### src/sv/u2u8_pkg.sv
// Shared types and constants for the UTF-16 to UTF-8 stream encoder.
// No dependencies; imported by every module of the block.
package u2u8_pkg;

    localparam int QUEUE_DEPTH_DEFAULT = 2;

    localparam logic [15:0] MAX_BYTES_RESET = 16'd255;

    // Code unit range limits and UTF-8 marker bits
    localparam logic [15:0] LIMIT_1B  = 16'h0080;
    localparam logic [15:0] LIMIT_2B  = 16'h0800;
    localparam logic [7:0]  LEAD_2B   = 8'hC0;
    localparam logic [7:0]  LEAD_3B   = 8'hE0;
    localparam logic [7:0]  CONT_MARK = 8'h80;
    localparam logic [7:0]  CONT_MASK = 8'h3F;

    localparam logic [1:0] NBYTES_ONE   = 2'd1;
    localparam logic [1:0] NBYTES_TWO   = 2'd2;
    localparam logic [1:0] NBYTES_THREE = 2'd3;

    // One classified code unit: terminator flag, encoded bytes, how many are real
    typedef struct packed {
        logic       term;
        logic [1:0] nbytes;
        logic [7:0] b0;
        logic [7:0] b1;
        logic [7:0] b2;
    } u2u8_entry_t;

    // Head of the queue as seen by the back end
    typedef struct packed {
        logic        valid;
        u2u8_entry_t entry;
    } u2u8_head_t;

endpackage

### src/sv/u2u8_front.sv
// Front end: accepts code units and classifies them into UTF-8 byte groups.
// Depends on u2u8_pkg.
module u2u8_front (
    input  logic                  in_valid,
    input  logic [15:0]           code_unit,
    input  logic                  queue_full,
    output logic                  in_stall,
    output logic                  push,
    output u2u8_pkg::u2u8_entry_t push_entry
);
    import u2u8_pkg::*;

    assign in_stall = queue_full;
    assign push     = in_valid && !queue_full;

    always_comb
    begin
        push_entry = '0;
        if (code_unit == 16'd0)
        begin
            push_entry.term   = 1'b1;
            push_entry.nbytes = NBYTES_ONE;
        end
        else if (code_unit < LIMIT_1B)
        begin
            push_entry.nbytes = NBYTES_ONE;
            push_entry.b0     = code_unit[7:0];
        end
        else if (code_unit < LIMIT_2B)
        begin
            push_entry.nbytes = NBYTES_TWO;
            push_entry.b0     = LEAD_2B | {3'b000, code_unit[10:6]};
            push_entry.b1     = CONT_MARK | (code_unit[7:0] & CONT_MASK);
        end
        else
        begin
            push_entry.nbytes = NBYTES_THREE;
            push_entry.b0     = LEAD_3B | {4'b0000, code_unit[15:12]};
            push_entry.b1     = CONT_MARK | (code_unit[13:6] & CONT_MASK);
            push_entry.b2     = CONT_MARK | (code_unit[7:0] & CONT_MASK);
        end
    end

endmodule

### src/sv/u2u8_queue.sv
// Short queue of classified code units between front and back ends.
// Depends on u2u8_pkg.
module u2u8_queue #(
    parameter int DEPTH = u2u8_pkg::QUEUE_DEPTH_DEFAULT
) (
    input  logic                  clk,
    input  logic                  rst_n,
    input  logic                  push,
    input  u2u8_pkg::u2u8_entry_t push_entry,
    input  logic                  pop,
    output logic                  full,
    output u2u8_pkg::u2u8_head_t  head
);
    import u2u8_pkg::*;

    localparam int PTR_W = (DEPTH > 1) ? $clog2(DEPTH) : 1;
    localparam int CNT_W = $clog2(DEPTH + 1);
    localparam logic [PTR_W-1:0] LAST_PTR = PTR_W'(DEPTH - 1);

    u2u8_entry_t      mem [DEPTH];
    logic [PTR_W-1:0] wr_ptr_reg, wr_ptr_next;
    logic [PTR_W-1:0] rd_ptr_reg, rd_ptr_next;
    logic [CNT_W-1:0] count_reg, count_next;

    always_comb
    begin
        wr_ptr_next = wr_ptr_reg;
        rd_ptr_next = rd_ptr_reg;
        count_next  = count_reg;
        if (push)
        begin
            wr_ptr_next = (wr_ptr_reg == LAST_PTR) ? '0 : wr_ptr_reg + 1'b1;
        end
        if (pop)
        begin
            rd_ptr_next = (rd_ptr_reg == LAST_PTR) ? '0 : rd_ptr_reg + 1'b1;
        end
        if (push && !pop)
        begin
            count_next = count_reg + 1'b1;
        end
        else if (pop && !push)
        begin
            count_next = count_reg - 1'b1;
        end
    end

    always_ff @(posedge clk or negedge rst_n)
    begin
        if (!rst_n)
        begin
            wr_ptr_reg <= '0;
            rd_ptr_reg <= '0;
            count_reg  <= '0;
        end
        else
        begin
            wr_ptr_reg <= wr_ptr_next;
            rd_ptr_reg <= rd_ptr_next;
            count_reg  <= count_next;
        end
    end

    always_ff @(posedge clk)
    begin
        if (push)
        begin
            mem[wr_ptr_reg] <= push_entry;
        end
    end

    assign full        = (count_reg == CNT_W'(DEPTH));
    assign head.valid  = (count_reg != '0);
    assign head.entry  = mem[rd_ptr_reg];

endmodule

### src/sv/u2u8_back.sv
// Back end: serializes queued byte groups, applies the byte limit, and
// holds the output register. Depends on u2u8_pkg.
module u2u8_back (
    input  logic                 clk,
    input  logic                 rst_n,
    input  logic                 cfg_wr_en,
    input  logic [15:0]          cfg_wr_data,
    input  u2u8_pkg::u2u8_head_t head,
    output logic                 pop,
    output logic                 out_valid,
    input  logic                 out_stall,
    output logic [7:0]           out_byte,
    output logic                 end_of_string,
    output logic [15:0]          string_length
);
    import u2u8_pkg::*;

    logic [15:0] max_bytes_reg;
    logic [15:0] count_reg, count_next;
    logic [1:0]  idx_reg, idx_next;
    logic        out_valid_reg, out_valid_next;
    logic [7:0]  out_byte_reg, out_byte_next;
    logic        eos_reg, eos_next;
    logic [15:0] len_reg, len_next;

    logic        out_free;
    logic        at_limit;
    logic        emit;
    logic [7:0]  cur_byte;

    assign out_free = !out_valid_reg || !out_stall;
    assign at_limit = (count_reg >= max_bytes_reg);

    always_comb
    begin
        case (idx_reg)
            2'd0:    cur_byte = head.entry.b0;
            2'd1:    cur_byte = head.entry.b1;
            default: cur_byte = head.entry.b2;
        endcase
    end

    always_comb
    begin
        pop            = 1'b0;
        emit           = 1'b0;
        count_next     = count_reg;
        idx_next       = idx_reg;
        out_byte_next  = out_byte_reg;
        eos_next       = eos_reg;
        len_next       = len_reg;
        out_valid_next = out_valid_reg && out_stall;
        if (head.valid)
        begin
            if (head.entry.term)
            begin
                if (out_free)
                begin
                    emit          = 1'b1;
                    pop           = 1'b1;
                    out_byte_next = 8'd0;
                    eos_next      = 1'b1;
                    len_next      = count_reg;
                    count_next    = '0;
                    idx_next      = '0;
                end
            end
            else if (at_limit)
            begin
                // drop the rest of this unit
                pop      = 1'b1;
                idx_next = '0;
            end
            else if (out_free)
            begin
                emit          = 1'b1;
                out_byte_next = cur_byte;
                eos_next      = 1'b0;
                len_next      = '0;
                count_next    = count_reg + 16'd1;
                if (idx_reg == head.entry.nbytes - 2'd1)
                begin
                    pop      = 1'b1;
                    idx_next = '0;
                end
                else
                begin
                    idx_next = idx_reg + 2'd1;
                end
            end
        end
        if (emit)
        begin
            out_valid_next = 1'b1;
        end
    end

    always_ff @(posedge clk or negedge rst_n)
    begin
        if (!rst_n)
        begin
            max_bytes_reg <= MAX_BYTES_RESET;
            count_reg     <= '0;
            idx_reg       <= '0;
            out_valid_reg <= 1'b0;
        end
        else
        begin
            if (cfg_wr_en)
            begin
                max_bytes_reg <= cfg_wr_data;
            end
            count_reg     <= count_next;
            idx_reg       <= idx_next;
            out_valid_reg <= out_valid_next;
        end
    end

    always_ff @(posedge clk)
    begin
        out_byte_reg <= out_byte_next;
        eos_reg      <= eos_next;
        len_reg      <= len_next;
    end

    assign out_valid     = out_valid_reg;
    assign out_byte      = out_byte_reg;
    assign end_of_string = eos_reg;
    assign string_length = len_reg;

`ifndef SYNTH
    a_idx_in_range: assert property (@(posedge clk) disable iff (!rst_n)
        head.valid && !head.entry.term |-> idx_reg < head.entry.nbytes)
        else $error("byte index past end of group");

    a_mid_group_head: assert property (@(posedge clk) disable iff (!rst_n)
        idx_reg != 2'd0 |-> head.valid && !head.entry.term)
        else $error("mid-group with no data head");

    a_count_step: assert property (@(posedge clk) disable iff (!rst_n)
        emit && !head.entry.term && !cfg_wr_en |=> count_reg == $past(count_reg) + 16'd1)
        else $error("byte count did not advance on emitted byte");

    a_term_clears: assert property (@(posedge clk) disable iff (!rst_n)
        emit && head.entry.term |=> count_reg == 16'd0 && eos_reg && out_valid_reg)
        else $error("terminator did not clear count");
`endif

endmodule

### src/sv/utf16_to_utf8_stream_encoder.sv
// Top level of the UTF-16 to UTF-8 stream encoder (BMP, unpaired surrogates).
// Depends on u2u8_pkg, u2u8_front, u2u8_queue and u2u8_back.
//
//   Channel  Direction  Handshake              Payload
//   input    in         in_valid / in_stall    code_unit[15:0]
//   output   out        out_valid / out_stall  out_byte, end_of_string, string_length
//   config   in         cfg_wr_en              cfg_wr_data[15:0] (max_bytes)
//
// Each code unit takes one back-end cycle per UTF-8 byte while the output is
// not stalled. A terminator emits a single zero byte, a unit dropped at the
// limit is popped without output, and a unit cut short drops the rest after
// its last byte. The single byte-wide back-end output register sets this rate;
// the front end accepts one transaction per cycle while the queue has room.
// Reset clears the byte count, the queue and the output valid, and loads
// max_bytes with 255. A stalled output holds its transaction; the queue lets
// the front keep accepting until it fills, then in_stall rises.
module utf16_to_utf8_stream_encoder #(
    parameter int QUEUE_DEPTH = u2u8_pkg::QUEUE_DEPTH_DEFAULT
) (
    input  logic        clk,
    input  logic        rst_n,
    input  logic        cfg_wr_en,
    input  logic [15:0] cfg_wr_data,
    input  logic        in_valid,
    output logic        in_stall,
    input  logic [15:0] code_unit,
    output logic        out_valid,
    input  logic        out_stall,
    output logic [7:0]  out_byte,
    output logic        end_of_string,
    output logic [15:0] string_length
);
    import u2u8_pkg::*;

    logic        push;
    u2u8_entry_t push_entry;
    logic        queue_full;
    logic        pop;
    u2u8_head_t  head;

    // Classify each incoming code unit into its byte group
    u2u8_front u_front (
        .in_valid   (in_valid),
        .code_unit  (code_unit),
        .queue_full (queue_full),
        .in_stall   (in_stall),
        .push       (push),
        .push_entry (push_entry)
    );

    // Decouple acceptance from serialization
    u2u8_queue #(
        .DEPTH (QUEUE_DEPTH)
    ) u_queue (
        .clk        (clk),
        .rst_n      (rst_n),
        .push       (push),
        .push_entry (push_entry),
        .pop        (pop),
        .full       (queue_full),
        .head       (head)
    );

    // Emit bytes, apply the limit, close strings
    u2u8_back u_back (
        .clk           (clk),
        .rst_n         (rst_n),
        .cfg_wr_en     (cfg_wr_en),
        .cfg_wr_data   (cfg_wr_data),
        .head          (head),
        .pop           (pop),
        .out_valid     (out_valid),
        .out_stall     (out_stall),
        .out_byte      (out_byte),
        .end_of_string (end_of_string),
        .string_length (string_length)
    );

endmodule
### config.mk
export PLATFORM = sky130hd
export DESIGN_NAME = utf16_to_utf8_stream_encoder
export DESIGN_NICKNAME = d
export VERILOG_FILES = /design/src/sv/u2u8_pkg.sv /design/src/sv/u2u8_front.sv /design/src/sv/u2u8_queue.sv /design/src/sv/u2u8_back.sv /design/src/sv/utf16_to_utf8_stream_encoder.sv
export SDC_FILE = /design/constraint.sdc
export NUM_CORES = 1
export LEC_CHECK = 0
export ABC_AREA = 1
export BUFFER_PORTS_ARGS = -buffer_cell sky130_fd_sc_hd__buf_2
export CORE_ASPECT_RATIO = 1.5
export CORE_UTILIZATION = 35
export CTS_CLUSTER_DIAMETER = 150
export DETAILED_ROUTE_END_ITERATION = 8
export PLACE_DENSITY = 0.52
export SLEW_MARGIN = 15
export SYNTH_ARGS = -nofsm -noshare
export SYNTH_HDL_FRONTEND = slang
export SYNTH_SLANG_ARGS = --single-unit
### constraint.sdc
create_clock -name clk -period 2.1 [get_ports clk]
set_input_delay 0.315 -clock clk [delete_from_list [all_inputs] [get_ports clk]]
set_output_delay 0.315 -clock clk [all_outputs]
set_load 0.01 [all_outputs]
Word level (Yosys, flattened, before mapping)
Memories as Yosys holds them, arrays and structs flattened.
Index checks and enable logic that the tools add are counted.
Widths: inputs -> output; s select.
{"block": "word_totals", "reg_bits": 64, "mem_bits_rw": 54, "in_bits": 37, "out_inout_bits": 27, "elab_cells": 87, "memories": 1}
{"block": "classes", "n_addsub": 7, "order_cmp": 3, "eq_ne": 5, "muxes": 44, "reduce_logical": 17}
{"memory": "u_queue.mem", "depth": 2, "width": 27, "read_ports": 1, "rd_clocked_by_memory_dff": 0, "write_ports": 1, "line": "u2u8_queue.sv:20", "source": "u2u8_entry_t mem [DEPTH];"}
{"operator": "$mux 16", "count": 8}
{"operator": "$mux 8", "count": 5}
{"operator": "$mux 24", "count": 1}
{"operator": "$mux 1", "count": 19}
{"operator": "$mux 17", "count": 1}
{"operator": "$add 16x1->16 const B", "count": 1}
{"operator": "$ge 16x16->1", "count": 1}
{"operator": "$logic_not 16->1", "count": 1}
{"operator": "$lt 16x12->1 const B", "count": 1}
{"operator": "$lt 16x8->1 const B", "count": 1}
{"operator": "$mux 2", "count": 8}
{"operator": "$pmux 8 s2", "count": 1}
{"operator": "$mux 10", "count": 1}
{"operator": "$reduce_and 3->1", "count": 2}
{"operator": "$reduce_bool 2->1", "count": 3}
{"operator": "$logic_not 1->1", "count": 5}
{"operator": "$add 2x1->2 const B", "count": 2}
{"operator": "$logic_and 1x1->1", "count": 4}
{"operator": "$sub 2x1->2 const B", "count": 2}
{"operator": "$add 1x1->1 const B", "count": 2}
{"operator": "$eq 2x1->1 const B", "count": 1}
{"operator": "$eq 2x2->1", "count": 1}
{"operator": "$eq 2x2->1 const B", "count": 1}
{"operator": "$logic_not 2->1", "count": 1}
{"operator": "other kinds (3)", "count": 3}

Logic depth before layout (Yosys ltp)
Gate-level depths: netlist of the first run.
An unclocked memory read counts as a cell.
{"block": "logic_depth", "depth_word": 11, "depth_mapped": 18, "mapped_depth_nobuf": 18}

By module
Synthesis of the first run repeated with hierarchy kept, for this count alone.
{"block": "hier_totals", "cells_unflattened": 607, "hier_area_um2": 6037.0}
{"module": "u2u8_back", "n_inst": 1, "cells_per_inst": 407, "area_each_um2": 3328.2, "seq_area_each_um2": 1636.6}
{"module": "u2u8_queue", "n_inst": 1, "cells_per_inst": 109, "area_each_um2": 2254.7, "seq_area_each_um2": 1721.7}
{"module": "u2u8_front", "n_inst": 1, "cells_per_inst": 91, "area_each_um2": 454.2, "seq_area_each_um2": 0.0}

Worst setup path after synthesis of the first run
No wires, ideal clock.
{"block": "synth_path", "path_kind": "register to register", "start": "register u_back.max_bytes_reg[7]", "end": "register u_queue.count_reg[1]", "setup_time_ns": 0.131, "arrival_ns": 2.129, "required_time_ns": 1.969, "path_slack_ns": -0.159, "stages_incl_launch_ff": 18, "path_buffers": 0, "period_less_slack_ns": 2.259, "cell_sequence": "dfstp_2 -> inv_1 -> ha_1 -> nand2_1 -> inv_2 -> nand2_1 -> nor2_1 -> nor2_1 -> nand2_1 -> nand2_1 -> nand2_1 -> nand3_1 -> nand2_1 -> inv_1 -> ha_1 -> a21oi_1 -> o21ai_0 -> xor2_1"}
{"block": "synth_between", "elab_chain_len": 7, "elab_cells_between_ends": 9, "classes_between": "order compare (1); mux (4); reduce/logical (4)"}
{"element": "start: declaration", "line": "u2u8_back.sv:18", "source": "logic [15:0] max_bytes_reg;"}
{"element": "start signal: assignment", "line": "u2u8_back.sv:111", "source": "max_bytes_reg <= cfg_wr_data;"}
{"element": "$ge 16x16->1 (*)", "line": "u2u8_back.sv:32", "source": "assign at_limit = (count_reg >= max_bytes_reg);"}
{"element": "$mux 1 (*)", "line": "u2u8_back.sv:68", "source": "else if (at_limit)"}
{"element": "$mux 1 (*)", "line": "u2u8_back.sv:55", "source": "if (head.entry.term)"}
{"element": "$mux 1 (*)", "line": "u2u8_back.sv:53", "source": "if (head.valid)"}
{"element": "$logic_not 1->1", "line": "u2u8_queue.sv:38", "source": "if (push && !pop)"}
{"element": "$logic_and 1x1->1", "line": "u2u8_queue.sv:38"}
{"element": "$mux 2 / $reduce_bool 2->1 (equally long branches)"}
{"element": "end signal: assignment", "line": "u2u8_queue.sv:60", "source": "count_reg <= count_next;"}
{"element": "end: declaration", "line": "u2u8_queue.sv:23", "source": "logic [CNT_W-1:0] count_reg, count_next;"}
Every way passes the cells marked *; elsewhere a longest branch is shown, timed or not.
A chain may end at the register's enable or synchronous reset.

Final worst setup path of the first run
{"block": "layout_path", "start": "register u_back.max_bytes_reg[2]", "end": "register u_back.len_reg[5], in the netlist u_back.string_length[5], enable pin"}
{"block": "layout_between", "elab_chain_len": 3}
{"element": "$ge 16x16->1", "line": "u2u8_back.sv:32"}
{"element": "$ne 2x2->1 (no line)"}
{"element": "$reduce_and 3->1 (no line)"}
{"element": "end signal: assignment", "line": "u2u8_back.sv:123", "source": "len_reg <= len_next;"}
{"element": "end: declaration", "line": "u2u8_back.sv:24", "source": "logic [15:0] len_reg, len_next;"}
No other way between the ends.

==> run metrics, run 1 <==
layout cells sized above 1 0.291; Inserted Diodes 0; critical path arrival 2.32 ns; H-tree levels 3; DP HPWL 9270 um; Post-Route WL 12700 um; Tcrit/Tclk final 1.06; die width 104 um; max-cap violation count 0; Skew-Pair Late Insertion Delay 0.35 ns; buffers plus inverters on the worst setup path 6; drt drc 0; GRT Util Overall 0.164; Die Area 16000 um^2; Placed Cells incl. Taps 866; Synth cell types 38; largest net degree at the start of global routing 40; via density per instance 4.71; status complete, but fails checks; crit path cell chain inv_1, ha_1, nand2_1, inv_1, nand2_1, nand2_1, nand2_1, nand2_1, nand2_2, nand2_2, buf_4, buf_6, nand2_4, nand2_8, clkinv_8, clkbuf_16; Worst setup SP type register; number of I/O port buffers 63; syn_nets 631; max reg flops 48; Post-Syn Area per Cell 9.47 um^2; GPL Wtd Cong 0.826; Die Ht 155 um; first-pass GRT wire length 20500 um; multi-input logic area 2050 um^2; Tmin final 2.24 ns; Filler Cell Count 1484; IO Count 64; antenna-violating nets left 0; Nets 743; storage element area 3180 um^2; fmax 447 MHz; commonest non-fill, non-tap cell in the layout nand2_1; leakage power 3.07 nW; CP required 2.18 ns; Least-Margin Pin Slew 0.510 ns; crit-path max FO 6; CP Class register to register; Min Hold Slack 0.0198 ns; CTS Buffer Depth 2; RSZ-0062 raised after global routing true; Post-Layout Cell Count 890; most frequent CP cell nand2_1; Slew Limit Fails 0; Worst path top cell family by delay buffers and inverters; most frequent cells in the layout nand2_1 (140), edfxtp_1 (73), inv_1 (66), buf_2 (63), nor2_1 (50); vias 4196; Hold Vio Cnt, Final 0; Place WS -0.102 ns; Setup Skew 0.00914 ns; worst setup margin -0.136 ns; initial antenna violation count 0; Seq/Total Area, Yosys 0.584; Sum Neg Setup Slack -3.29 ns; DR pass1 iterations 4; maximum vdd ir drop 0.000668 V; pwr dens 1180 nW/um^2; clock sinks 112; final setup fails 36; yosys warns 0; Post-CTS Hold Buffers 0; WL/cell 14.3 um; Core Area 15100 um^2; CTS root buf clkbuf_16; global route overflow 0; Synth Instances 574; CP endpoint kind register; Reg clk slew, reported paths 0.08 ns; num rows 55; slowest CP cell dfstp_2; total CTS buffers 9; Initial Utilization 0.359; violated checks negative setup slack; synthesized flop and latch total 112; Mapped Area 5440 um^2; vias in the first global route 4258; Rel. slew slack 0.660; fin util 0.457; DR iter-0 viols 132; CTS tree built; HP Class input pin to async pin; Layout area overhead 27.2%; Reg with most FFs u_queue.mem; worst stage delay on the critical path 0.53 ns
routing by layer:
metal | track usage | wire [um]
met1 | 0.171 | 4920
met2 | 0.325 | 7060
met3 | 0.0257 | 370
met4 | 0.0585 | 357
met5 | 0 | 0
synthesized netlist by cell type:
cell type,number,share of area
nand2_1,156,0.11
edfxtp_1,73,0.40
inv_1,71,0.049
nor2_1,53,0.037
dfrtp_1,31,0.14
o21ai_0,28,0.026
a21oi_1,27,0.025
ha_1,20,0.046
o21ai_1,19,0.017
nand3_1,15,0.014
dfstp_2,8,0.039
xor2_1,8,0.013
clkbuf_1,7,0.0048
inv_2,6,0.0041
nor3_1,6,0.0055
o31ai_1,5,0.0069
buf_2,4,0.0037
nand2_2,4,0.0046
nand4_1,4,0.0046
nor2_2,4,0.0046
o22ai_1,4,0.0046
a22oi_1,2,0.0028
buf_8,2,0.0055
nand2_4,2,0.0041
nor4_1,2,0.0023
a211oi_1,1,0.0014
buf_4,1,0.0014
buf_6,1,0.0021
inv_12,1,0.0030
inv_4,1,0.0012
mux2_2,1,0.0021
nand3_2,1,0.0018
nand3b_1,1,0.0014
nor3_4,1,0.0030
o211ai_1,1,0.0014
o21a_1,1,0.0014
o221ai_1,1,0.0016
xnor2_1,1,0.0016
area by class of cell:
cell class | instances | share of cell area
flip-flops and latches | 112 | 0.459
multi-input cells | 368 | 0.296
repair buffers | 116 | 0.118
inverters | 79 | 0.0465
well taps | 199 | 0.0360
clock buffers | 9 | 0.0326
clock inverters | 7 | 0.0114
where the power goes:
| part | internal (mW) | total, mW | switching (mW) |
|---|---|---|---|
| Clock | 0.860 | 1.75 | 0.891 |
| Combinational | 1.26 | 3.13 | 1.88 |
| Sequential | 3.04 | 3.25 | 0.213 |
what timing repair did:
action,4_1_cts,5_1_grt
setup buffers,4,5
endpoints found under the setup margin,27,46
resized for setup,13,37
gates cloned,1,1
pin swaps,5,11
endpoints found under the hold margin,0,0
worst paths after layout:
path / startpoint / end / slack [ns] / cells after the start
min reg2reg: u_back.idx_reg[1]$_DFFE_PN0P_ / u_back.idx_reg[1]$_DFFE_PN0P_ / 0.51 / 2
max: u_back.max_bytes_reg[2]$_DFFE_PN1P_ / u_back.string_length[5]$_SDFFCE_PN0P_ / -0.14 / 16
max reg2reg: u_back.max_bytes_reg[2]$_DFFE_PN1P_ / u_back.string_length[5]$_SDFFCE_PN0P_ / -0.14 / 16
min in group clk: cfg_wr_data[14] / u_back.max_bytes_reg[14]$_DFFE_PN0P_ / 0.17 / 3
max in group asynchronous: rst_n / u_back.max_bytes_reg[6]$_DFFE_PN1P_ / 1.72 / 2
min: rst_n / u_back.max_bytes_reg[15]$_DFFE_PN0P_ / 0.02 / 2
per-stage QoR:
stage               power [mW]  area, um^2
finish                    8.13        6920
global placement          6.03        6300
floorplan                 5.00        5460
global route              8.70        6920
detailed placement        6.09        6300
CTS                       8.00        6720
cells by family (layout without fill, tap and decap cells):
| group | count (synthesis) | in the layout | share of synthesized area |
|---|---|---|---|
| flops | 112 | 112 | 0.584 |
| fa+ha+maj | 20 | 20 | 0.0460 |
| xor+xnor | 9 | 9 | 0.0145 |
| buf+inv | 94 | 211 | 0.0748 |
| compound gates | 89 | 89 | 0.0881 |
| mux | 1 | 1 | 0.00207 |
| simple gates | 249 | 249 | 0.190 |
Note: power is estimated with default switching activity, not from simulation.
==> run 2, diff against run 1 <==
HOLD_SLACK_MARGIN = 0.15   (was unset)
PLACE_DENSITY = unset   (was 0.52)
==> run metrics, run 2 (synthesized netlist as in run 1, its figures left out) <==
WHS Endpoint u_back.max_bytes_reg[12]$_DFFE_PN0P_; Clock Power Share 0.215; Nets 744; Comb pwr share 0.381; global route overflow 0; IO Count 64; Rel. slew slack 0.678; Hold Startpoint cfg_wr_data[12]; layout cells sized above 1 0.282; sequential power share 0.405; die width 104 um; worst stage delay on the critical path 0.53 ns; fmax 460 MHz; maximum vdd ir drop 0.000536 V; Hold Vio Cnt, Final 0; commonest non-fill, non-tap cell in the layout nand2_1; Setup Skew 0.0109 ns; leakage power 3.04 nW; drt drc 0; FF-to-FF Start u_back.max_bytes_reg[5]$_DFFE_PN1P_; GRT Util Overall 0.158; Layout area overhead 26.7%; HP Class input pin to register; most frequent CP cell nand2_2; Crit Reg-Reg Endpoint u_queue.count_reg[1]$_DFFE_PN0P_; DP HPWL 8990 um; Worst setup SP type register; Skew-Pair Late Insertion Delay 0.36 ns; Reg with most FFs u_queue.mem; number of I/O port buffers 63; critical path arrival 2.41 ns; DR iter-0 viols 257; via density per instance 4.70; Tmin final 2.18 ns; fin area 6890 um^2; H-tree levels 3; Min-Delay Path Depth 3; total CTS buffers 9; Post-Route WL 12400 um; Die Ht 155 um; Place WS -0.0812 ns; r2r setup slk -0.08 ns; Initial Utilization 0.359; violated checks negative setup slack; largest net degree at the start of global routing 34; Core Area 15100 um^2; most frequent cells in the layout nand2_1 (147), edfxtp_1 (73), buf_2 (63), inv_1 (62), nor2_1 (51); CP required 2.33 ns; pwr dens 1180 nW/um^2; vias in the first global route 4181; status complete, but fails checks; DR pass1 iterations 4; first-pass GRT wire length 19900 um; num rows 55; internal power 5.17 mW; RSZ-0062 raised after global routing true; CTS root buf clkbuf_16; max-cap violation count 0; vias 4192; Die Area 16000 um^2; GPL Wtd Cong 0.872; Slew Limit Fails 0; initial antenna violation count 0; crit-path max FO 2; max reg flops 48; Tcrit/Tclk final 1.04; WL/cell 13.9 um; final setup fails 3; Switching Fraction 0.363; CP endpoint kind register; crit path cell chain inv_2, ha_4, nand2_2, inv_2, nand2_2, nor2_1, nor2_1, nand2_1, nand2_2, nand2_2, nand3_2, nand2_2, inv_2, ha_4, a21oi_2, o21ai_1, xor2_1; Placed Area 6300 um^2; antenna-violating nets left 0; Least-Margin Pin Slew 0.478 ns; Inserted Diodes 0; slowest CP cell dfstp_2; Reg2Reg Depth 17; worst setup margin -0.0757 ns; Final Power 8.11 mW; CP Class register to register; Reg clk slew, reported paths 0.08 ns; CTS Buffer Depth 2; clock sinks 112; CTS tree built; Switch Pwr 2.94 mW
[run 2: changes by cell type in the layout (fill, tap and decap cells not counted), sizes merged]
cell,change
buf,-1
clkbuf,+1
clkinv,+1
dlygate4sd3,+1
inv,-1
[run 2: final cells by class]
class | instances | area, um^2
Multi-Input combinational cell | 368 | 2020
Fill cell | 1488 | 8250
Clock inverter | 7 | 78.8
Timing Repair Buffer | 117 | 815
Inverter | 79 | 322
Clock buffer | 9 | 225
Tap cell | 199 | 249
Sequential cell | 112 | 3180
[run 2: worst max-delay path, delay by kind of cell, from the launching register on]
kind | cells | cell delay, ns
compound gates | 2 | 0.18
xor+xnor | 1 | 0.15
fa+ha+maj | 2 | 0.48
buf+inv | 3 | 0.12
flops | 1 | 0.53
simple gates | 9 | 0.58
[run 2: per-stage QoR]
stage,instances,setup TNS (ns),hold slack [ns],util
finish,891,-0.0895,0.177,0.455
global route,891,-2.16,0.179,0.455
CTS,887,-0.0659,0.172,0.446
detailed placement,866,-0.477,0.272,0.416
global placement,866,-0.116,0.271,0.416
floorplan,574,0,0.0194,-
[run 2: how the worst max path moves through the flow]
stage	slack, ns	to	start	depth (start not counted)
2_1_floorplan	0.003	u_queue.count_reg[1]$_DFFE_PN0P_	u_back.max_bytes_reg[7]$_DFFE_PN1P_	17
3_3_place_gp	-0.06	u_queue.count_reg[1]$_DFFE_PN0P_	u_back.max_bytes_reg[7]$_DFFE_PN1P_	17
3_5_place_dp	-0.08	u_queue.count_reg[1]$_DFFE_PN0P_	u_back.max_bytes_reg[7]$_DFFE_PN1P_	17
4_1_cts	-0.06	u_queue.count_reg[1]$_DFFE_PN0P_	u_back.max_bytes_reg[5]$_DFFE_PN1P_	17
5_1_grt	-0.16	u_queue.count_reg[1]$_DFFE_PN0P_	u_back.max_bytes_reg[3]$_DFFE_PN1P_	15
6_report	-0.08	u_queue.count_reg[1]$_DFFE_PN0P_	u_back.max_bytes_reg[5]$_DFFE_PN1P_	17
[run 2: power groups by stage]
stage / Combinational (mW) / Sequential, mW / Clock (mW)
after global routing: 3.43 / 3.34 / 1.86
after CTS: 2.88 / 3.27 / 1.77
after global placement: 2.67 / 3.30 / 0
after floorplan: 1.61 / 3.39 / 0
final: 3.09 / 3.28 / 1.74
after detailed placement: 2.73 / 3.31 / 0
[run 2: repair_timing]
item / in CTS / in global routing
gates resized for setup: 18 / 17
cloned: 1 / 2
buffers inserted: 3 / 2
hold buffers: 1 / 0
endpoints found under the setup margin: 27 / 45
endpoints found under the hold margin: 13 / 0
pin swaps: 1 / 5
[run 2: per-layer routing]
layer	global-route usage	wire, um
met5	0	0
met4	0.0673	366
met3	0.0274	335
met2	0.310	6860
met1	0.164	4830
